**src/sv/afs_pkg.sv**
```systemverilog
`timescale 1ns / 1ps
// ----------------------------------------------------------------------------
// afs_pkg
// Shared constants and types for the aspect-fit scaler setup block.
// ----------------------------------------------------------------------------
package afs_pkg;

   // screen registers and configuration port
   localparam int SCR_W            = 13;
   localparam int CSR_IDX_W        = 8;
   localparam int SRC_DIM_BITS_DEF = 13;

   localparam logic [SCR_W-1:0] SCREEN_W_RST = 13'd960;
   localparam logic [SCR_W-1:0] SCREEN_H_RST = 13'd544;

   typedef enum logic [CSR_IDX_W-1:0] {
      REG_SCREEN_WIDTH  = 8'd0,
      REG_SCREEN_HEIGHT = 8'd1
   } reg_idx_type;

   // texture sizing: multiple of 16, at least 64, saturating in 25 bits
   localparam int TEX_W        = 25;
   localparam int TEX_ALIGN_SH = 4;
   localparam int TEX_HALF_SH  = 3;
   localparam int TEX_Q_W      = TEX_W - TEX_ALIGN_SH;
   localparam int TEX_Q_MAX    = 2097151;
   localparam logic [TEX_W-1:0] TEX_MIN = 25'd64;
   localparam logic [TEX_W-1:0] TEX_MAX = 25'd33554416;

   // result formats
   localparam int OFF_W    = 20;
   localparam int CROP_W   = 33;
   localparam int SCALE_W  = 32;
   localparam int POS_SH   = 8;
   localparam int SCALE_SH = 16;
   localparam int DIV2_Q_W = 32;
   localparam logic [SCALE_W-1:0] SCALE_ONE = 32'h0001_0000;
   localparam logic [SCALE_W-1:0] SCALE_SAT = 32'hFFFF_FFFF;

   typedef struct packed {
      logic [SCR_W-1:0] w;
      logic [SCR_W-1:0] h;
   } screen_type;

   typedef struct packed {
      logic zero;   // a source or screen dimension is zero
      logic fill;   // crop-to-fill mode
      logic eq;     // equal aspect
      logic adj_x;  // texture width is the adjusted dimension
   } flags_type;

endpackage

```
**src/sv/afs_csr.sv**
```systemverilog
`timescale 1ns / 1ps
// ----------------------------------------------------------------------------
// afs_csr
// Screen size registers, written through the configuration channel.
// ----------------------------------------------------------------------------
module afs_csr (
   input  logic                             clock,
   input  logic                             reset,
   input  logic                             csr_valid,
   output logic                             csr_ready,
   input  logic [afs_pkg::CSR_IDX_W-1:0]    csr_index,
   input  logic [afs_pkg::SCR_W-1:0]        csr_data,
   output afs_pkg::screen_type              screen
);

   afs_pkg::screen_type screen_ff;
   afs_pkg::screen_type screen_in;

   // always take a write; unknown indexes are dropped
   assign csr_ready = 1'b1;
   assign screen    = screen_ff;

   // decode the register index
   always_comb begin
      screen_in = screen_ff;
      if (csr_valid) begin
         case (csr_index)
            afs_pkg::REG_SCREEN_WIDTH:  screen_in.w = csr_data;
            afs_pkg::REG_SCREEN_HEIGHT: screen_in.h = csr_data;
            default: ;
         endcase
      end
   end

   always_ff @(posedge clock) begin
      if (reset) begin
         screen_ff.w <= afs_pkg::SCREEN_W_RST;
         screen_ff.h <= afs_pkg::SCREEN_H_RST;
      end else begin
         screen_ff <= screen_in;
      end
   end

endmodule

```
**config.mk**
```make
export PLATFORM = sky130hd
export DESIGN_NAME = afs_csr
export DESIGN_NICKNAME = d
export VERILOG_FILES = /design/src/sv/afs_pkg.sv /design/src/sv/afs_csr.sv
export SDC_FILE = /design/constraint.sdc
export NUM_CORES = 1
export LEC_CHECK = 0
export ABC_CLOCK_PERIOD_IN_PS = 2450
export BUFFER_PORTS_ARGS = -buffer_cell sky130_fd_sc_hd__buf_4
export CAP_MARGIN = 20
export CORE_AREA = 2 2 54 56
export DETAILED_ROUTE_END_ITERATION = 8
export DIE_AREA = 0 0 56 58
export GPL_TIMING_DRIVEN = 0
export PLACE_DENSITY = 0.75
export SLEW_MARGIN = 25
export SYNTH_ARGS = -nofsm -noshare
export SYNTH_HDL_FRONTEND = slang
export SYNTH_SLANG_ARGS = --single-unit
```
**constraint.sdc**
```tcl
create_clock -name clock -period 2.45 [get_ports clock]
set_input_delay 0.735 -clock clock [delete_from_list [all_inputs] [get_ports clock]]
set_output_delay 0.735 -clock clock [all_outputs]
set_load 0.01 [all_outputs]
```
# ---- Yosys cells after proc, flatten, opt, wreduce, memory -nomap -nowiden
# Cells that the tools add are included.
dict set report classes {
  reduce_logical 3
  eq_ne 1
}
# op n
set ops {}
lappend ops {{$eq A8 B1 Y1 const B} 1}
lappend ops {{$logic_not A8 Y1} 1}
lappend ops {{$reduce_and A2 Y1} 2}
dict set report word_totals {
  output_inout_bits 27
  regBits 26
  in_bits 24
  word_cells 6
}

# ---- Depth between registers and ports, before layout
# Gate-level depths: netlist of run 1.
dict set report logic_depth {
  depth_word 2
  ltp_mapped 5
  mapped_depth_nobuf 3
}

# ---- Least setup slack after synthesis of run 1
# No wires, ideal clock.
dict set report synth_path {
  path_type {input -> register}
  startpoint {input port csr_index[6] (netlist name)}
  endpoint {register screen_ff, in the netlist screen[13]}
  stages 5
  t_arrival_ps 1878
  setup_ps 72
  required_ps 2378
  path_slack_ps 500
  n_path_buf 2
  path_cell_list {or4b_4 > buf_6 > nor3_4 > buf_6 > mux2i_1}
}
dict set report synth_between {
  elab_chain_len 2
}
# item line_no
set synth_rtl {}
lappend synth_rtl {{from (decl)} afs_csr.sv:11} ;# input logic [afs_pkg::CSR_IDX_W-1:0] csr_index,
lappend synth_rtl {{$logic_not A8 Y1} afs_csr.sv:27} ;# case (csr_index)
lappend synth_rtl {{$reduce_and A2 Y1 (no line)} n/a}
lappend synth_rtl {{to (signal assigned)} afs_csr.sv:40} ;# screen_ff <= screen_in;
lappend synth_rtl {{to (decl)} afs_csr.sv:16} ;# afs_pkg::screen_type screen_ff;
# Every way passes these cells.
# A chain may end at the register's enable or synchronous reset.

# ---- Worst setup path after layout of run 1
dict set report layout_path {
  startpoint {input port csr_index[6] (netlist name)}
  endpoint {register screen_ff, in the netlist screen[19]}
}
# The elaborated chain is that of the path after synthesis.

==> flow_metrics.env, run 1 <==
export IMPL_wl_per_cell_um=13.47
export IMPL_yosysWarnings=0
export IMPL_cp_max_fo=9
export IMPL_drv_cap=0
export IMPL_swShare_pct=20.14
export IMPL_diodes=0
export IMPL_cp_slowest_stage_delay_ns=0.53
export IMPL_crit_type="in2reg"
export IMPL_worstPathRequired_ns=2.71
export IMPL_reg2reg_to="screen[7]"
export IMPL_clkPwrFrac_pct=37.1
export IMPL_via_per_inst=4.939
export IMPL_drv_slew=0
export IMPL_io_buffers=47
export IMPL_ys_ff_latch=26
export IMPL_tightest_slew_ns=0.6297
export IMPL_power_frac_seq_pct=54.0
export IMPL_clk_latency_ns=0.32
export IMPL_finalSetupTns_ns=0
export IMPL_seqCellArea_um2=520.5
export IMPL_antenna_left=0
export IMPL_drtIter0Drc=13
export IMPL_ir_drop_mv=0.3042
export IMPL_dieArea_um2=3248
export IMPL_min_from="screen[10]"
export IMPL_period_minus_slack_ns=1.823
export IMPL_track_usage_pct=16.80
export IMPL_synth_edf_count=0
export IMPL_nFillCells=244
export IMPL_coreArea_um2=2663
export IMPL_largest_reg_flops=26
export IMPL_rsz0062_at_grt="false"
export IMPL_cp_slowest_cell="or4b_4"
export IMPL_fin_worst_skew_ns=0
export IMPL_synth_common_cells="dfxtp_1 (26), nand2b_1 (24), mux2i_1 (22)"
export IMPL_power_leakage_nw=0.7058
export IMPL_hold_path_end="screen[10]"
export IMPL_placed_cell_area_um2=1558
export IMPL_clk_path_buf_depth=2
export IMPL_cts_resized=0
export IMPL_die_w_um=56
export IMPL_grt_pass1_vias=982
export IMPL_holdPathStages=2
export IMPL_grt_max_degree=16
export IMPL_fp_dieH_um=58
export IMPL_synth_nets=138
export IMPL_p_per_area_nw_per_um2=487.1
export IMPL_multi_input_area_um2=586.8
export IMPL_nNetsFinal=190
export IMPL_syn_to_final_growth_pct=38.09
export IMPL_status="complete, no violations"
export IMPL_critPathTopFamily="simple AND/OR/NAND/NOR gates"
export IMPL_fmax_ghz=0.5485
export IMPL_yosysMostFrequentCell="dfxtp_1"
export IMPL_ys_flop_type="dfxtp_1"
export IMPL_clkTransAtPathRegs_ns=0.15
export IMPL_synth_largest_area_cell="dfxtp_1"
export IMPL_start_kind="input pin"
export IMPL_drt_total_wl_um=2640
export IMPL_ys_types=21
export IMPL_drc_errors=0
export IMPL_num_vias=968
export IMPL_globalplace_congestion=0.7431
export IMPL_r2r_start="screen[7]"
export IMPL_fin_crit_sh_pct=74.41
export IMPL_rows=19
export IMPL_root_buffer="clkbuf_4"
export IMPL_pwr_share_comb_pct=8.8
export IMPL_setup_violations=0
export IMPL_end_kind="flip-flop"
export IMPL_initial_utilization_pct=43.80
export IMPL_r2r_slack_ns=1.77
export IMPL_crit_top_cell="buf_6"
export IMPL_synthCells=114
export IMPL_io_pins=51
export IMPL_drive_above_1_share_pct=37.58
export IMPL_p_int_w=0.0006264
export IMPL_hold_viol_final=0
export IMPL_yosysTopAreaCellShare_pct=44.64
export IMPL_syn_area_um2=1166
export IMPL_synthTopCellsByArea="dfxtp_1 (45%), mux2i_1 (19%), nand2b_1 (13%)"
export IMPL_cts_tree="done"
export IMPL_hp_class="reg2reg"
export IMPL_fin_area_um2=1610
export IMPL_cts_buffers=3
export IMPL_slew_headroom_pct=57.67
export IMPL_reg2reg_depth=2
export IMPL_arrival_ns=2.08
export IMPL_async_flop_share_pct=0
export IMPL_first_pass_iters=4
export IMPL_final_util_pct=60.48
export IMPL_cp_cell_sequence="buf_4, or4b_4, buf_6, nor3_4, buf_6, mux2i_1"
export IMPL_post_cts_setup_buffers=0
export IMPL_postCtsHoldBufs=0
export IMPL_switching_power_w=0.0001580
export IMPL_grt_pass1_wl_um=4381
export IMPL_dp_hpwl_um=2022
export IMPL_antenna_found_initial=0
export IMPL_grt_overflow=0
export IMPL_cts_htree_levels=1
export IMPL_cp_num_buf_inv=3
export IMPL_syn_avg_cell_area_um2=10.23
export IMPL_clock_sinks=26
export IMPL_ys_seq_area_share_pct=44.64
[layer usage]
layer	vias to the layer above	track usage [%]	wire length, um
met4	0	4.082	10
li1	493	-	-
met1	428	20.48	1086
met5	-	0	0
met3	2	5.134	249
met2	45	29.24	1294
[area by class of cell]
class / instances / area share [%]
buffer: 9 / 3.419
clock buffer: 3 / 1.399
clock inverter: 1 / 1.865
inverter: 1 / 0.2331
multi-input combinational: 78 / 36.44
sequential: 26 / 32.32
tap: 31 / 2.409
timing repair buffer: 47 / 21.91
[cell usage in the layout, fill, tap and decap left out]
cell | Yosys | final
buf_4 | 1 | 48
dfxtp_1 | 26 | 26
nand2b_1 | 24 | 24
mux2i_1 | 22 | 22
nor2_1 | 11 | 11
clkbuf_1 | 4 | 4
nand4_1 | 4 | 4
o31ai_1 | 4 | 4
a21oi_1 | 4 | 4
clkbuf_4 | 0 | 3
buf_6 | 2 | 2
nor3_4 | 2 | 2
clkbuf_2 | 1 | 1
or4b_4 | 1 | 1
or4_1 | 1 | 1
buf_2 | 1 | 1
inv_1 | 1 | 1
nor4b_2 | 1 | 1
nor4_2 | 1 | 1
nand3_2 | 1 | 1
nand3_1 | 1 | 1
conb_1 | 1 | 1
bufinv_16 | 0 | 1
[how the worst max path moves through the flow]
stage | cells after the start | slack (ns) | startpoint | endpoint
after global placement | 6 | 0.32 | csr_index[6] | screen[16]
after CTS | 6 | 0.62 | csr_index[6] | screen[19]
after floorplan | 5 | 0.50 | csr_index[6] | screen[13]
after global routing | 6 | 0.57 | csr_index[6] | screen[15]
final | 6 | 0.63 | csr_index[6] | screen[19]
after detailed placement | 6 | 0.27 | csr_index[6] | screen[19]
[power by group through the flow]
stage	sequential, W	clock [W]	combinational, W
2_1_floorplan	0.000433	0	0.0000320
3_3_place_gp	0.000433	0	0.0000676
3_5_place_dp	0.000433	0	0.0000700
4_1_cts	0.000424	0.000303	0.0000704
5_1_grt	0.000424	0.000312	0.0000766
6_report	0.000424	0.000291	0.0000694
[metrics by stage]
stage	instances	setup WS [ns]	power (W)	hold WS, ns
2_1_floorplan	114	0.5000	0.0004651	0.4926
3_3_place_gp	192	0.3163	0.0005005	0.4588
3_5_place_dp	192	0.2664	0.0005029	0.4683
4_1_cts	196	0.6176	0.0007974	0.4894
5_1_grt	196	0.5721	0.0008130	0.5048
6_report	196	0.6268	0.0007843	0.4859
[worst min-delay path, delay by kind of cell (launching register included)]
| family | cells | cell delay (ns) |
|---|---|---|
| DFF | 1 | 0.33 |
| and+or+nand+nor | 1 | 0.06 |
| muxes | 1 | 0.06 |
[cell families (layout without fill, tap and decap cells)]
| group | after synthesis | in the layout | share of synthesized area, % |
|---|---|---|---|
| AO/OA/AOI/OAI | 8 | 8 | 4.292 |
| flip-flops | 26 | 26 | 44.64 |
| multiplexers | 22 | 22 | 18.88 |
| other | 1 | 1 | 0.3216 |
| AND/OR/NAND/NOR | 47 | 47 | 26.82 |
| buffers and inverters | 10 | 61 | 5.042 |
Power figures use the tool's default switching activity.
==> inputs of run 2 (changes only) <==
- ABC_CLOCK_PERIOD_IN_PS: 2450 -> 1600
- CORE_AREA: 2 2 54 56 -> 2 2 57 59
- DIE_AREA: 0 0 56 58 -> 0 0 59 61
- PLACE_DENSITY: 0.75 -> 0.71
- clock period: 2.45 -> 1.6 ns (I/O delays scaled with it)
==> flow_metrics.env, run 2 (synthesis results as in run 1) <==
export IMPL_cp_max_fo=6
export IMPL_drive_above_1_share_pct=38.18
export IMPL_track_usage_pct=16.70
export IMPL_period_minus_slack_ns=1.554
export IMPL_postCtsHoldBufs=0
export IMPL_via_per_inst=4.980
export IMPL_first_pass_iters=4
export IMPL_start_kind="input pin"
export IMPL_holdWs_ns=0.4272
export IMPL_io_pins=51
export IMPL_fp_dieH_um=61
export IMPL_hp_class="in2reg"
export IMPL_drc_errors=0
export IMPL_coreArea_um2=2953
export IMPL_fin_crit_sh_pct=97.11
export IMPL_setup_slack_ns=0.04619
export IMPL_r2r_slack_ns=0.95
export IMPL_cts_tree="done"
export IMPL_cp_slowest_stage_delay_ns=0.53
export IMPL_antenna_found_initial=0
export IMPL_grt_pass1_vias=1004
export IMPL_drv_slew=0
export IMPL_drt_total_wl_um=2737
export IMPL_die_w_um=59
export IMPL_cts_resized=0
export IMPL_dp_hpwl_um=2102
export IMPL_slew_headroom_pct=59.15
export IMPL_dp_slack_ns=-0.3198
export IMPL_reg2reg_depth=2
export IMPL_crit_top_cell="buf_4"
export IMPL_rsz0062_at_grt="false"
export IMPL_ir_drop_mv=0.3604
export IMPL_holdPathStages=3
export IMPL_final_common_cell="buf_4"
export IMPL_nNetsFinal=190
export IMPL_globalplace_congestion=0.7867
export IMPL_syn_to_final_growth_pct=37.45
export IMPL_cp_depth=6
export IMPL_clock_sinks=26
export IMPL_cp_num_buf_inv=3
export IMPL_cts_buffers=3
export IMPL_clk_latency_ns=0.31
export IMPL_clk_path_buf_depth=2
export IMPL_power_leakage_nw=0.7035
export IMPL_tightest_slew_ns=0.6077
export IMPL_drtIter0Drc=35
export IMPL_root_buffer="clkbuf_4"
export IMPL_fmax_ghz=0.6436
export IMPL_grt_overflow=0
export IMPL_cp_slowest_cell="or4_4"
export IMPL_placed_cell_area_um2=1570
export IMPL_grt_max_degree=15
export IMPL_io_buffers=47
export IMPL_worstPathRequired_ns=1.86
export IMPL_wl_per_cell_um=13.82
export IMPL_initial_utilization_pct=39.49
export IMPL_cts_htree_levels=1
export IMPL_num_vias=986
export IMPL_p_per_area_nw_per_um2=675.2
export IMPL_drv_cap=0
export IMPL_end_kind="flip-flop"
export IMPL_arrival_ns=1.81
export IMPL_critPathTopFamily="simple AND/OR/NAND/NOR gates"
export IMPL_largest_reg_flops=26
export IMPL_post_cts_setup_buffers=0
export IMPL_dieArea_um2=3599
export IMPL_diodes=0
export IMPL_crit_type="in2reg"
export IMPL_grt_pass1_wl_um=4485
export IMPL_antenna_left=0
export IMPL_cp_cell_sequence="buf_4, or4_4, buf_6, nor3_4, buf_4, mux2i_1"
export IMPL_fin_area_um2=1603
export IMPL_status="complete, no violations"
export IMPL_layout_common_cells="buf_4 (49), dfxtp_1 (26), nand2b_1 (24), mux2i_1 (22), nor2_1 (11)"
export IMPL_rows=20
export IMPL_setup_violations=0
export IMPL_hold_viol_final=0
export IMPL_fin_worst_skew_ns=0
export IMPL_clkTransAtPathRegs_ns=0.14
[run 2: changes by cell type in the layout (fill, tap and decap cells not counted), sizes merged]
| cell | change |
|---|---|
| clkbuf | +1 |
| bufinv | -1 |
[run 2: layout make-up]
class                      count  area [um^2]
sequential                    26        520.5
fill                         296         1350
tap                           33        41.29
clock buffer                   4        36.28
multi-input combinational     78        590.6
timing repair buffer          48        360.3
inverter                       1        3.754
buffer                         8        50.05
[run 2: worst reg2reg max path, stage by stage (launching register included)]
cell and delay, ns:
dfxtp_1 0.37, o31ai_1 0.08, a21oi_1 0.14
[run 2: routing by layer]
| metal | track usage [%] | up-vias | wire (um) |
|---|---|---|---|
| met5 | 0 | - | 0 |
| met4 | 4.870 | 0 | 8 |
| met3 | 4.264 | 2 | 205 |
| met2 | 28.89 | 38 | 1365 |
| met1 | 20.60 | 457 | 1158 |
| li1 | - | 489 | - |
[run 2: through the flow]
step / power, W / utilization [%] / TNS, ns / std cells
6_report: 0.001082 / 54.28 / 0 / 198
3_3_place_gp: 0.0007692 / 53.18 / -5.902 / 194
2_1_floorplan: 0.0007137 / - / -1.056 / 114
5_1_grt: 0.001151 / 54.28 / 0 / 198
4_1_cts: 0.001098 / 54.41 / 0 / 198
3_5_place_dp: 0.0007727 / 53.18 / -6.296 / 194
[run 2: path summary, 6_finish.rpt]
kind                end         start
max reg2reg   screen[8]     screen[8]
min           screen[7]   csr_data[7]
min reg2reg  screen[18]    screen[18]
max          screen[14]  csr_index[1]
[run 2: where the power goes]
part | leakage, nW | internal (W) | switching, W
sequential | 0.210 | 0.000648 | 0.000000459
clock | 0.0210 | 0.000139 | 0.000188
combinational | 0.473 | 0.0000579 | 0.0000490
