File: config.mk
export PLATFORM = sky130hd
export DESIGN_NAME = afs_div
export DESIGN_NICKNAME = d
export VERILOG_FILES = /design/src/sv/afs_div.sv
export SDC_FILE = /design/constraint.sdc
export NUM_CORES = 1
export LEC_CHECK = 0
export BUFFER_PORTS_ARGS = -buffer_cell sky130_fd_sc_hd__buf_2
export CELL_PAD_IN_SITES_DETAIL_PLACEMENT = 0
export CELL_PAD_IN_SITES_GLOBAL_PLACEMENT = 1
export CORE_UTILIZATION = 40
export DETAILED_ROUTE_END_ITERATION = 6
export PLACE_DENSITY_LB_ADDON = 0.3
export SYNTH_ARGS = -nofsm -noshare
export SYNTH_HDL_FRONTEND = slang
export SYNTH_SLANG_ARGS = --single-unit
File: constraint.sdc
create_clock -name clock -period 2.5 [get_ports clock]
set_input_delay 0.5 -clock clock [delete_from_list [all_inputs] [get_ports clock]]
set_output_delay 0.5 -clock clock [all_outputs]
set_load 0.02 [all_outputs]
File: src/sv/afs_div.sv
`timescale 1ns / 1ps
// ----------------------------------------------------------------------------
// afs_div
// Pipelined restoring divider, one quotient bit per stage, with sideband.
// ----------------------------------------------------------------------------
module afs_div #(
   parameter int NUM_W  = 8,
   parameter int DEN_W  = 8,
   parameter int QUO_W  = 8,
   parameter int SIDE_W = 1
) (
   input  logic              clock,
   input  logic              reset,
   input  logic              en,
   input  logic              in_valid,
   input  logic [NUM_W-1:0]  in_num,
   input  logic [DEN_W-1:0]  in_den,
   input  logic [SIDE_W-1:0] in_side,
   output logic              out_valid,
   output logic [QUO_W-1:0]  out_quo,
   output logic [NUM_W-1:0]  out_rem,
   output logic [SIDE_W-1:0] out_side
);

   localparam int CW = (NUM_W > DEN_W + QUO_W) ? NUM_W : DEN_W + QUO_W;

   logic              valid_ff [QUO_W];
   logic [NUM_W-1:0]  rem_ff   [QUO_W];
   logic [DEN_W-1:0]  den_ff   [QUO_W];
   logic [QUO_W-1:0]  quo_ff   [QUO_W];
   logic [SIDE_W-1:0] side_ff  [QUO_W];

   genvar k;
   for (k = 0; k < QUO_W; k++) begin : g_stage
      logic              valid_prev;
      logic [NUM_W-1:0]  rem_prev;
      logic [DEN_W-1:0]  den_prev;
      logic [QUO_W-1:0]  quo_prev;
      logic [SIDE_W-1:0] side_prev;
      logic [CW-1:0]     rem_ext;
      logic [CW-1:0]     den_sh;
      logic [CW-1:0]     diff;
      logic              take;
      logic [NUM_W-1:0]  rem_in;
      logic [QUO_W-1:0]  quo_in;

      if (k == 0) begin : g_first
         assign valid_prev = in_valid;
         assign rem_prev   = in_num;
         assign den_prev   = in_den;
         assign quo_prev   = '0;
         assign side_prev  = in_side;
      end else begin : g_next
         assign valid_prev = valid_ff[k-1];
         assign rem_prev   = rem_ff[k-1];
         assign den_prev   = den_ff[k-1];
         assign quo_prev   = quo_ff[k-1];
         assign side_prev  = side_ff[k-1];
      end

      // try to subtract the shifted divisor for this quotient bit
      always_comb begin
         rem_ext = CW'(rem_prev);
         den_sh  = CW'(den_prev) << (QUO_W - 1 - k);
         take    = (rem_ext >= den_sh);
         diff    = rem_ext - den_sh;
         rem_in  = take ? diff[NUM_W-1:0] : rem_prev;
         quo_in  = quo_prev;
         quo_in[QUO_W-1-k] = take;
      end

      // advance the stage
      always_ff @(posedge clock) begin
         if (reset) begin
            valid_ff[k] <= 1'b0;
         end else if (en) begin
            valid_ff[k] <= valid_prev;
         end
         if (en) begin
            rem_ff[k]  <= rem_in;
            den_ff[k]  <= den_prev;
            quo_ff[k]  <= quo_in;
            side_ff[k] <= side_prev;
         end
      end
   end

   assign out_valid = valid_ff[QUO_W-1];
   assign out_quo   = quo_ff[QUO_W-1];
   assign out_rem   = rem_ff[QUO_W-1];
   assign out_side  = side_ff[QUO_W-1];

endmodule

## Word level (Yosys, flattened, before mapping)

Memories as Yosys holds them, arrays and structs flattened.
Cells that the tools add are included.
W data, S select, Z words.

| storage, ports and cells | value |
|---|---|
| output and inout bits | 18 |
| bits of input ports | 21 |
| memories | 5 |
| memory bits (writable) | 208 |
| register bits | 0 |

| cells by class | value |
|---|---|
| $add $sub $neg | 8 |
| order comparisons | 8 |
| bitwise operators | 8 |
| multiplexer cells | 22 |

Memory list:

| name | depth | bits a word | read ports | clocked after Yosys merged registers in | wr ports | line | source |
|---|---|---|---|---|---|---|---|
| den_ff | 8 | 8 | 7 | 0 | 8 | 29 | `logic [DEN_W-1:0] den_ff [QUO_W];` |
| quo_ff | 8 | 8 | 8 | 0 | 8 | 30 | `logic [QUO_W-1:0] quo_ff [QUO_W];` |
| rem_ff | 8 | 8 | 8 | 0 | 8 | 28 | `logic [NUM_W-1:0] rem_ff [QUO_W];` |
| side_ff | 8 | 1 | 8 | 0 | 8 | 31 | `logic [SIDE_W-1:0] side_ff [QUO_W];` |
| valid_ff | 8 | 1 | 8 | 0 | 8 | 27 | `logic valid_ff [QUO_W];` |

Operator list:

| kind | number |
|---|---|
| $mux W8 | 8 |
| $sub A8 B8 Y8 | 8 |
| $ge A8 B15 Y1 | 1 |
| $ge A8 B14 Y1 | 1 |
| $mux W1 | 14 |
| $ge A8 B13 Y1 | 1 |
| $ge A8 B12 Y1 | 1 |
| $ge A8 B11 Y1 | 1 |
| $ge A8 B10 Y1 | 1 |
| $ge A8 B9 Y1 | 1 |
| $ge A8 B8 Y1 | 1 |
| $or A1 B1 Y1 | 8 |

## Longest topological paths before layout

Gate-level depths: netlist (run 1).

| depth | value |
|---|---|
| depth after elaboration | 4 |
| mapped depth | 10 |
| gate-level depth less buffers | 10 |

## Least setup slack after synthesis (run 1)

No wires, ideal clock.

| timing | value |
|---|---|
| path type | register to register |
| start point | memory den_ff[5][0] |
| end point | memory rem_ff[6][3] (netlist: rem_ff[1][19]) (data pin) |
| stages on the path, launching flop included | 9 |
| arrival time | 2086 ps |
| slack | 154 ps |
| buffers on the path | 0 |
| clock period less this slack | 2346 ps |
| path through | edfxtp_1 -> ha_1 -> fa_1 -> nor2b_1 -> o31a_1 -> o21a_1 -> o21ai_1 -> a21oi_2 -> mux2_2 |

RTL lines:

| item | line |
|---|---|
| from (decl) | 29 |
| to (decl) | 28 |

==> out/summary.txt, run 1 <==
synthesized cell area = 0.00717 mm²
Initial Util = 0.412
Post-CTS Setup Repair Bufs = 0
number of remaining DRC errors = 0
synth warn = 0
Final GP Congestion = 0.855
TritonCTS clock tree = done
fin crit share = 0.956
routed vias/inst = 4.82
Placed Instances = 719
Root Driver = clkbuf_16
Num CTS Buffers = 17
Peak supply drop = 0.594 mV
Leakage = 3.24 nW
Post-synth EDFFs = 172
Clk Latency, worst-skew pair = 420 ps
synth cell count leaders = edfxtp_1, inv_1, ha_1
core area = 0.0174 mm²
vias in the first global route = 3766
MaxCap Viol Count = 0
Avg WL per Cell = 13.4 µm
placed standard-cell area = 0.00774 mm²
top-area cell type share of the netlist area = 0.720
outcome = complete, no violations
DP HPWL = 7.13 mm
Total GRT Usage = 0.122
die height = 136 µm
total power = 6.93 mW
# hold bufs at CTS = 0
fin crit period = 2390 ps
most frequent cell after synthesis = edfxtp_1
layout cells sized above 1 = 0.198
Ant. Diodes = 0
clock-pin slew on the worst setup and hold paths = 70 ps
worst slew pin tran = 418 ps
Slew Limit Fails = 0
Num Clock Sinks = 172
Rel. slew slack = 0.721
Avg Cell Area, Syn = 16.0 µm²
Yosys reg bits = 172
Finished Layout Cells = 751
Seq/Total Area, Yosys = 0.720
area grow syn2layout = 17.1%
fmax = 0.419 GHz
Netlist cell types = 49
Pre-antenna DRT Iters = 4
Die X-Extent = 136 µm
Synthesized Nets = 512
I/O pins = 39
port bufs = 38
Post-synth ARST share = 0
DIE AREA = 0.0185 mm²
crit path kind = register to register
Hold Path Class = input pin to register
Worst Path Required = 2670 ps
ranking of synthesized cells by area = edfxtp_1, ha_1, inv_1
Mapped Cells = 448
largest net degree at the start of global routing = 52
NumNets Final = 577
first-pass GRT wire length = 16.7 mm
Critical Path AT = 2560 ps
Synth Flop Type = edfxtp_1
CP max FO = 5
grt total ovfl = 0
initial antenna violation count = 0
PD cells = 826 mW/mm²
Final Hold Fails = 0
# setup viols final = 0
deepest clock path buffer count = 2
Critical Path Start Type = register
row cnt = 48
TNS Setup = 0 ps
post-route cell area = 0.00840 mm²
Synth area leader = edfxtp_1
htree depth = 4
remaining antenna violation count = 0
worst hold slack = 253 ps
vias = 3621
DRT iter0 DRCs = 191
Setup Skew = 8.08 ps
CP Capture Type = register
final WL = 10.1 mm
RSZ-0062 raised after global routing = false
==> cell families after synthesis <==
kind of cell	count (synthesis)	synth area share
flops	172	0.720
simple gates	81	0.0616
compound gates	66	0.0616
buf+inv	52	0.0274
fa+ha+maj	43	0.0823
xor+xnor	17	0.0208
mux	17	0.0262
==> cell type report <==
type / count / area (µm²)
well taps: 225 / 282
repair buffers: 48 / 297
clock inverters: 15 / 196
inverters: 50 / 188
clock buffers: 17 / 425
multi-input cells: 224 / 1840
fillers: 1494 / 9020
flip-flops and latches: 172 / 5160
==> through the flow <==
| stage | utilization | worst slack (ps) |
|---|---|---|
| 2_1_floorplan | - | 154 |
| 3_3_place_gp | 0.444 | 88.3 |
| 3_5_place_dp | 0.444 | 12.6 |
| 4_1_cts | 0.480 | 44.6 |
| 5_1_grt | 0.482 | 19.1 |
| 6_report | 0.482 | 111 |
==> worst max-delay path, cell delays in order, from the launching register on <==
cell      delay, ps
edfxtp_1        400
ha_2            210
fa_2            370
nor2b_2         140
o31a_1          140
o21a_1          150
o21ai_1          80
a21oi_2         270
mux2_2          380
==> layer usage <==
| layer | part of all wire | routed length, µm | track usage | vias to the layer above |
|---|---|---|---|---|
| li1 | - | - | - | 1805 |
| met1 | 0.38 | 3800 | 0.112 | 1724 |
| met2 | 0.57 | 5730 | 0.234 | 67 |
| met3 | 0.031 | 310 | 0.0433 | 25 |
| met4 | 0.022 | 224 | 0.0562 | 0 |
| met5 | 0 | 0 | 0 | - |
==> layout by cell type, fill, tap and decap left out, types with 5 or more instances in the layout <==
cell type	Yosys	routed
o21a_1	7	7
fa_1	7	5
xnor2_1	9	9
nor2b_1	6	5
clkbuf_16	0	17
inv_1	50	50
buf_4	0	8
ha_1	36	35
o21ai_0	22	22
xor2_1	8	8
nand2_1	22	22
buf_2	1	37
a21oi_1	13	11
mux2i_1	6	6
nor2_1	15	15
and2_1	9	9
edfxtp_1	172	172
mux2_2	10	10
==> final timing paths <==
| path | to | slack, ps | start | cells past startpoint |
|---|---|---|---|---|
| hold reg to reg | side_ff[1][0] | 420 | side_ff[0][3] | 0 |
| hold / removal | side_ff[0][0] | 250 | in_side | 1 |
| setup / recovery | rem_ff[1][22] | 110 | den_ff[5][0] | 8 |
| setup reg to reg | rem_ff[1][22] | 110 | den_ff[5][0] | 8 |
==> power breakdown <==
| group | switching (mW) | internal (mW) | leakage, nW |
|---|---|---|---|
| Combinational | 0.385 | 0.294 | 1.23 |
| Sequential | 0.0849 | 3.42 | 1.70 |
| Clock | 1.07 | 1.67 | 0.304 |
==> registers in the layout, indices dropped and copies added (netlist names) <==
name,count
rem_ff,64
den_ff,56
quo_ff,36
side_ff,8
valid_ff,8
==> timing repair <==
item                                    in CTS  in global routing
pin swaps                                    1                  3
gates resized for setup                      1                  7
endpoints found under the setup margin       2                 17
No activity file was read; power rests on OpenSTA's default activity.
==> run 2: changes to the inputs <==
CELL_PAD_IN_SITES_DETAIL_PLACEMENT = unset   (was 0)
CELL_PAD_IN_SITES_GLOBAL_PLACEMENT = unset   (was 1)
CTS_CLUSTER_DIAMETER = 150   (was unset)
==> run 2 against run 1 <==
Clock skew shrank 0.98 ps. First-iteration DRC count shrank 14%. Final cell count fell by 0.27%. Utilization is 0.57 points lower. Via count increased by 0.94%. Worst setup slack lost 24 ps. Register-to-register slack worse by 20 ps. Fmax fell by 0.99%. Global-route usage is 0.30 points lower. Non-clock buffer count fell by 2. Routed wire length about the same. Critical path type unchanged. Highest routed layer unchanged.
==> out/summary.txt, run 2 (synthesized netlist as in run 1, its figures left out) <==
grt total ovfl = 0 (unchanged)
clock-pin slew on the worst setup and hold paths = 70 ps (about the same)
Peak supply drop = 0.495 mV (-17%)
R2R cell count = 10 (+2)
vias in the first global route = 3753 (-0.35%)
I/O pins = 39 (unchanged)
CP max stage cell = fa_1
Final Util = 0.476 (-0.00568)
largest reg by FF count = rem_ff
crit path kind = register to register
CP delay by family, top = compound AO/OA/AOI/OAI gates
worst slew pin tran = 587 ps (+168 ps)
MaxCap Viol Count = 0 (unchanged)
Critical Path Start Type = register
Power Internal = 5.01 mW (-7.1%)
Pre-antenna DRT Iters = 4 (unchanged)
fraction of power consumed by combinational cells = 0.102 (+0.004)
vias = 3655 (+0.94%)
Critical Path AT = 2580 ps (+20 ps)
worst hold slack = 255 ps (+1.86 ps)
Num CTS Buffers = 17 (unchanged)
Total GRT Usage = 0.119 (-0.00295)
Root Driver = clkbuf_16
reg2reg start = rem_ff[1][2]
Avg WL per Cell = 13.4 µm (+0.26%)
total power = 6.58 mW (-5.0%)
placed standard-cell area = 0.00772 mm² (-0.29%)
fin crit share = 0.965 (+0.00960)
number of remaining DRC errors = 0 (unchanged)
Seq pwr share = 0.533 (+0.027)
Hold Path Class = input pin to register
Die X-Extent = 136 µm (unchanged)
Leakage = 3.18 nW (-1.8%)
NumNets Final = 575 (-0.35%)
Rel. slew slack = 0.606 (-0.115)
Slew Limit Fails = 0 (unchanged)
crit-path cells = inv_1, ha_1, inv_1, fa_1, a21o_1, a21oi_2, o31ai_1, a21oi_1, o21ai_4, mux2_2
routed vias/inst = 4.88 (+1.2%)
CP most frequent cell = inv_1
first-pass GRT wire length = 16.4 mm (-1.9%)
CP startpoint = rem_ff[1][2]
Final Hold Fails = 0 (unchanged)
most frequent cells in the layout = edfxtp_1, inv_1, buf_2
port bufs = 38 (unchanged)
# hold bufs at CTS = 0 (unchanged)
Clk Latency, worst-skew pair = 420 ps (about the same)
RR Endpoint = rem_ff[1][11]
largest registers = rem_ff x64, den_ff x56, quo_ff x36
deepest clock path buffer count = 2 (unchanged)
Clk pwr share = 0.364 (-0.032)
largest net degree at the start of global routing = 65 (+25%)
layout cells sized above 1 = 0.191 (-0.00688)
fmax = 0.414 GHz (-0.99%)
CP max FO = 7 (+2)
flip-flop count of the largest register after layout = 64 (unchanged)
fin crit period = 2410 ps (+24.0 ps)
DIE AREA = 0.0185 mm² (unchanged)
die height = 136 µm (unchanged)
TNS Setup = 0 ps (unchanged)
DP HPWL = 6.93 mm (-2.8%)
area grow syn2layout = 15.7%
remaining antenna violation count = 0 (unchanged)
Ant. Diodes = 0 (unchanged)
CP Capture Type = register
Setup Skew = 7.11 ps (-0.977 ps)
hold wc startpoint = in_side
Critical Path Max Stage Delay = 400 ps (about the same)
Worst Hold End = side_ff[0][0]
Switching Fraction = 0.239 (+0.0166)
most common cell after layout, fill and taps aside = edfxtp_1
final WL = 10.1 mm (about the same)
post-route cell area = 0.00830 mm² (-1.2%)
Num Clock Sinks = 172 (unchanged)
htree depth = 4 (unchanged)
CP bufs+invs = 2 (+2)
switching power total = 1.57 mW (+2.1%)
worst hold stages = 1 (unchanged)
PD cells = 793 mW/mm² (-3.9%)
initial antenna violation count = 0 (unchanged)
core area = 0.0174 mm² (unchanged)
Initial Util = 0.412 (unchanged)
row cnt = 48 (unchanged)
# setup viols final = 0 (unchanged)
Worst Path Required = 2670 ps (about the same)
TritonCTS clock tree = done
DRT iter0 DRCs = 165 (-14%)
outcome = complete, no violations
worst reg2reg setup slack = 90 ps (-20 ps)
Final GP Congestion = 0.839 (-1.8%)
run 2: cell types whose count changed in the layout (fill, tap and decap cells not counted), sizes merged:
cell	previous run	this run
inv	52	55
clkbuf	17	19
clkinv	8	4
bufinv	4	0
buf	48	46
clkinvlp	1	4
run 2: final cells by class:
class,count,area [µm²]
Fill cell,1521,9120
Sequential cell,172,5160
Multi-Input combinational cell,224,1840
Clock buffer,19,433
Timing Repair Buffer,46,282
Tap cell,225,282
Inverter,50,188
Clock inverter,13,111
run 2: per-stage QoR:
step                setup WS [ps]  std cells
finish                       86.8        749
global route                -20.5        749
CTS                          3.74        748
detailed placement           7.42        716
global placement             90.0        716
floorplan                     154        448
run 2: timing repair:
| item | CTS | global route |
|---|---|---|
| setup buffers | 0 | 1 |
| endpoints found under the hold margin | 0 | 0 |
| setup endpoints to repair | 0 | 17 |
| gates resized for setup | 0 | 6 |
run 2: power groups by stage:
stage / Clock (mW) / Sequential, mW / Combinational [mW]
after floorplan: 0 / 3.59 / 0.407
after detailed placement: 0 / 3.57 / 0.657
final: 2.40 / 3.51 / 0.674
after CTS: 2.46 / 3.51 / 0.662
after global routing: 2.58 / 3.53 / 0.752
after global placement: 0 / 3.57 / 0.629
run 2: worst max path at each step:
| stage | slack (ps) | end | cells after the start |
|---|---|---|---|
| final | 90 | rem_ff[1][11] | 10 |
| after global routing | -20 | rem_ff[1][14] | 10 |
| after CTS | 4 | rem_ff[1][21] | 8 |
| after detailed placement | 7 | rem_ff[1][22] | 8 |
| after global placement | 90 | rem_ff[1][21] | 8 |
| after floorplan | 150 | rem_ff[1][19] | 8 |
run 2: metal layers:
layer,vias to the layer above,track usage,share of wire
met4,0,0.0704,0.027
met3,22,0.0384,0.029
met2,69,0.224,0.55
met5,-,0,0
li1,1795,-,-
met1,1769,0.110,0.39
==> run 3: changes to the inputs <==
ABC_AREA = 1   (was unset)
CORE_ASPECT_RATIO = 1.75   (was unset)
==> run 3 against run 2 <==
Register-to-register slack better by 360 ps. Utilization shrank 1.2 points. Global-route usage up 2.7 points. Hold slack worse by 6.2 ps. Routed wire length up 32%. Final cell count is 27% higher.
==> out/summary.txt, run 3 <==
outcome = complete, no violations
deepest clock path buffer count = 2 (unchanged)
Final GP Congestion = 0.877 (+4.5%)
total power = 6.99 mW (+6.2%)
Slew Limit Fails = 0 (unchanged)
first-pass GRT wire length = 22.2 mm (+35%)
Mapped Cells = 636 (+42%)
Critical Path AT = 2220 ps (-360 ps)
# hold bufs at CTS = 0 (unchanged)
Post-synth EDFFs = 172 (unchanged)
I/O pins = 39 (unchanged)
core area = 0.0191 mm² (+9.7%)
Synth area leader = edfxtp_1
Num Clock Sinks = 172 (unchanged)
final WL = 13.3 mm (+32%)
number of remaining DRC errors = 0 (unchanged)
Avg WL per Cell = 14.0 µm (+4.2%)
layout cells sized above 1 = 0.161 (-0.0296)
Synthesized Nets = 700 (+37%)
Ant. Diodes = 0 (unchanged)
crit-path cells = inv_1, ha_1, inv_1, fa_1, nand3_1, nand3_1, nand2_1, nand3_2, nand2_1, o21ai_1
TNS Setup = 0 ps (unchanged)
synthesized cell area = 0.00778 mm² (+8.4%)
Num CTS Buffers = 17 (unchanged)
crit path kind = register to register
synth warn = 0 (unchanged)
# setup viols final = 0 (unchanged)
Setup Skew = 10.0 ps (+2.92 ps)
Yosys reg bits = 172 (unchanged)
fin crit period = 2060 ps (-357 ps)
Post-synth ARST share = 0 (unchanged)
largest reg by FF count = rem_ff
Peak supply drop = 0.399 mV (-19%)
synth cell count leaders = edfxtp_1, nand2_1, inv_1
NumNets Final = 758 (+32%)
DIE AREA = 0.0200 mm² (+8.4%)
RSZ-0062 raised after global routing = false
Die X-Extent = 107 µm (-21%)
Worst Path Required = 2660 ps (about the same)
clock-pin slew on the worst setup and hold paths = 70 ps (about the same)
fin crit share = 0.823 (-0.143)
Post-CTS Setup Repair Bufs = 0 (unchanged)
Rel. slew slack = 0.630 (+0.0234)
CP max stage cell = fa_1
DP HPWL = 9.43 mm (+36%)
Pre-antenna DRT Iters = 4 (unchanged)
worst hold slack = 249 ps (-6.25 ps)
PD cells = 788 mW/mm² (-0.70%)
Initial Util = 0.407 (-0.00493)
grt total ovfl = 0 (unchanged)
largest registers = rem_ff x64, den_ff x56, quo_ff x36
top-area cell type share of the netlist area = 0.664 (-0.0560)
cts repair resizes = 0 (unchanged)
fmax = 0.486 GHz (+17%)
Netlist cell types = 35 (-29%)
CP max FO = 12 (+5)
worst slew pin tran = 555 ps (-31.2 ps)
die height = 186 µm (+37%)
Critical Path Max Stage Delay = 410 ps (about the same)
row cnt = 67 (+40%)
Total GRT Usage = 0.145 (+0.0268)
htree depth = 4 (unchanged)
TritonCTS clock tree = done
DRT iter0 DRCs = 223 (+35%)
MaxCap Viol Count = 0 (unchanged)
area grow syn2layout = 14.1%
initial antenna violation count = 0 (unchanged)
flip-flop count of the largest register after layout = 64 (unchanged)
vias = 4610 (+26%)
CP Capture Type = register
vias in the first global route = 5019 (+34%)
Synth Flop Type = edfxtp_1
most frequent cell after synthesis = edfxtp_1
remaining antenna violation count = 0 (unchanged)
Critical Path Start Type = register
Hold Path Class = input pin to register
largest net degree at the start of global routing = 56 (-14%)
Seq/Total Area, Yosys = 0.664 (-0.0560)
most frequent cells in the layout = edfxtp_1, nand2_1, inv_1
ranking of synthesized cells by area = edfxtp_1, nand2_1, ha_1
Avg Cell Area, Syn = 12.2 µm² (-24%)
most common cell after layout, fill and taps aside = edfxtp_1
Leakage = 3.79 nW (+19%)
Final Hold Fails = 0 (unchanged)
Root Driver = clkbuf_16
port bufs = 38 (unchanged)
routed vias/inst = 4.86 (-0.35%)
Clk Latency, worst-skew pair = 420 ps (about the same)
-- run 3: changes by cell type after synthesis, sizes merged, moves of 6 or more --
| cell | change |
|---|---|
| nand4 | +14 |
| nand3 | +37 |
| inv | +62 |
| nand3b | +6 |
| and2 | -9 |
| nand2 | +113 |
| o21a | -6 |
| nor2b | -6 |
| mux2i | -6 |
| nor2 | +36 |
| mux2 | -11 |
-- run 3: worst max-delay path: cells and delay by family (launching register included) --
family | cells | cell delay, ps
DFF | 1 | 360
and+or+nand+nor | 5 | 650
buffers and inverters | 2 | 150
AOI/OAI and AO/OA | 1 | 80
adders and majority gates | 2 | 550
-- run 3: logic make-up after synthesis --
kind of cell             share of synthesized area
AO/OA/AOI/OAI                               0.0307
XOR/XNOR                                    0.0101
adder cells (fa/ha/maj)                     0.0759
buffers and inverters                       0.0595
flip-flops                                   0.664
AND/OR/NAND/NOR                              0.159
-- run 3: final cells by class --
type / instances / area (µm²)
clock buffer: 18 / 429
clock inverter: 14 / 156
fill: 1713 / 10200
inverter: 112 / 420
multi-input combinational: 349 / 2150
sequential: 172 / 5160
tap: 241 / 302
timing repair buffer: 42 / 251
-- run 3: final timing paths --
| path | depth (start not counted) | endpoint | slack, ps | from |
|---|---|---|---|---|
| min reg2reg | 0 | quo_ff[1][19] | 410 | quo_ff[1][11] |
| min | 1 | side_ff[0][0] | 250 | in_side |
| max | 10 | rem_ff[1][11] | 440 | rem_ff[1][2] |
| max reg2reg | 10 | rem_ff[1][11] | 440 | rem_ff[1][2] |
-- run 3: power by group --
part	switching (mW)	leakage, nW	internal, mW
Sequential	0.0893	1.70	3.43
Clock	1.20	0.279	1.42
Combinational	0.541	1.81	0.304
Total	1.83	3.79	5.15
-- run 3: stage by stage --
step,util,cell area [µm²],instances,setup WS [ps]
2_1_floorplan,-,7780,636,660
3_3_place_gp,0.434,8290,916,540
3_5_place_dp,0.434,8290,916,462
4_1_cts,0.464,8870,948,440
5_1_grt,0.464,8870,948,236
6_report,0.464,8870,948,443
-- run 3: per-layer routing --
metal	GRT usage	share of wire	wire (µm)
met1	0.118	0.33	4350
met2	0.300	0.61	8120
met3	0.0290	0.020	268
met4	0.0848	0.040	535
met5	0	0	0
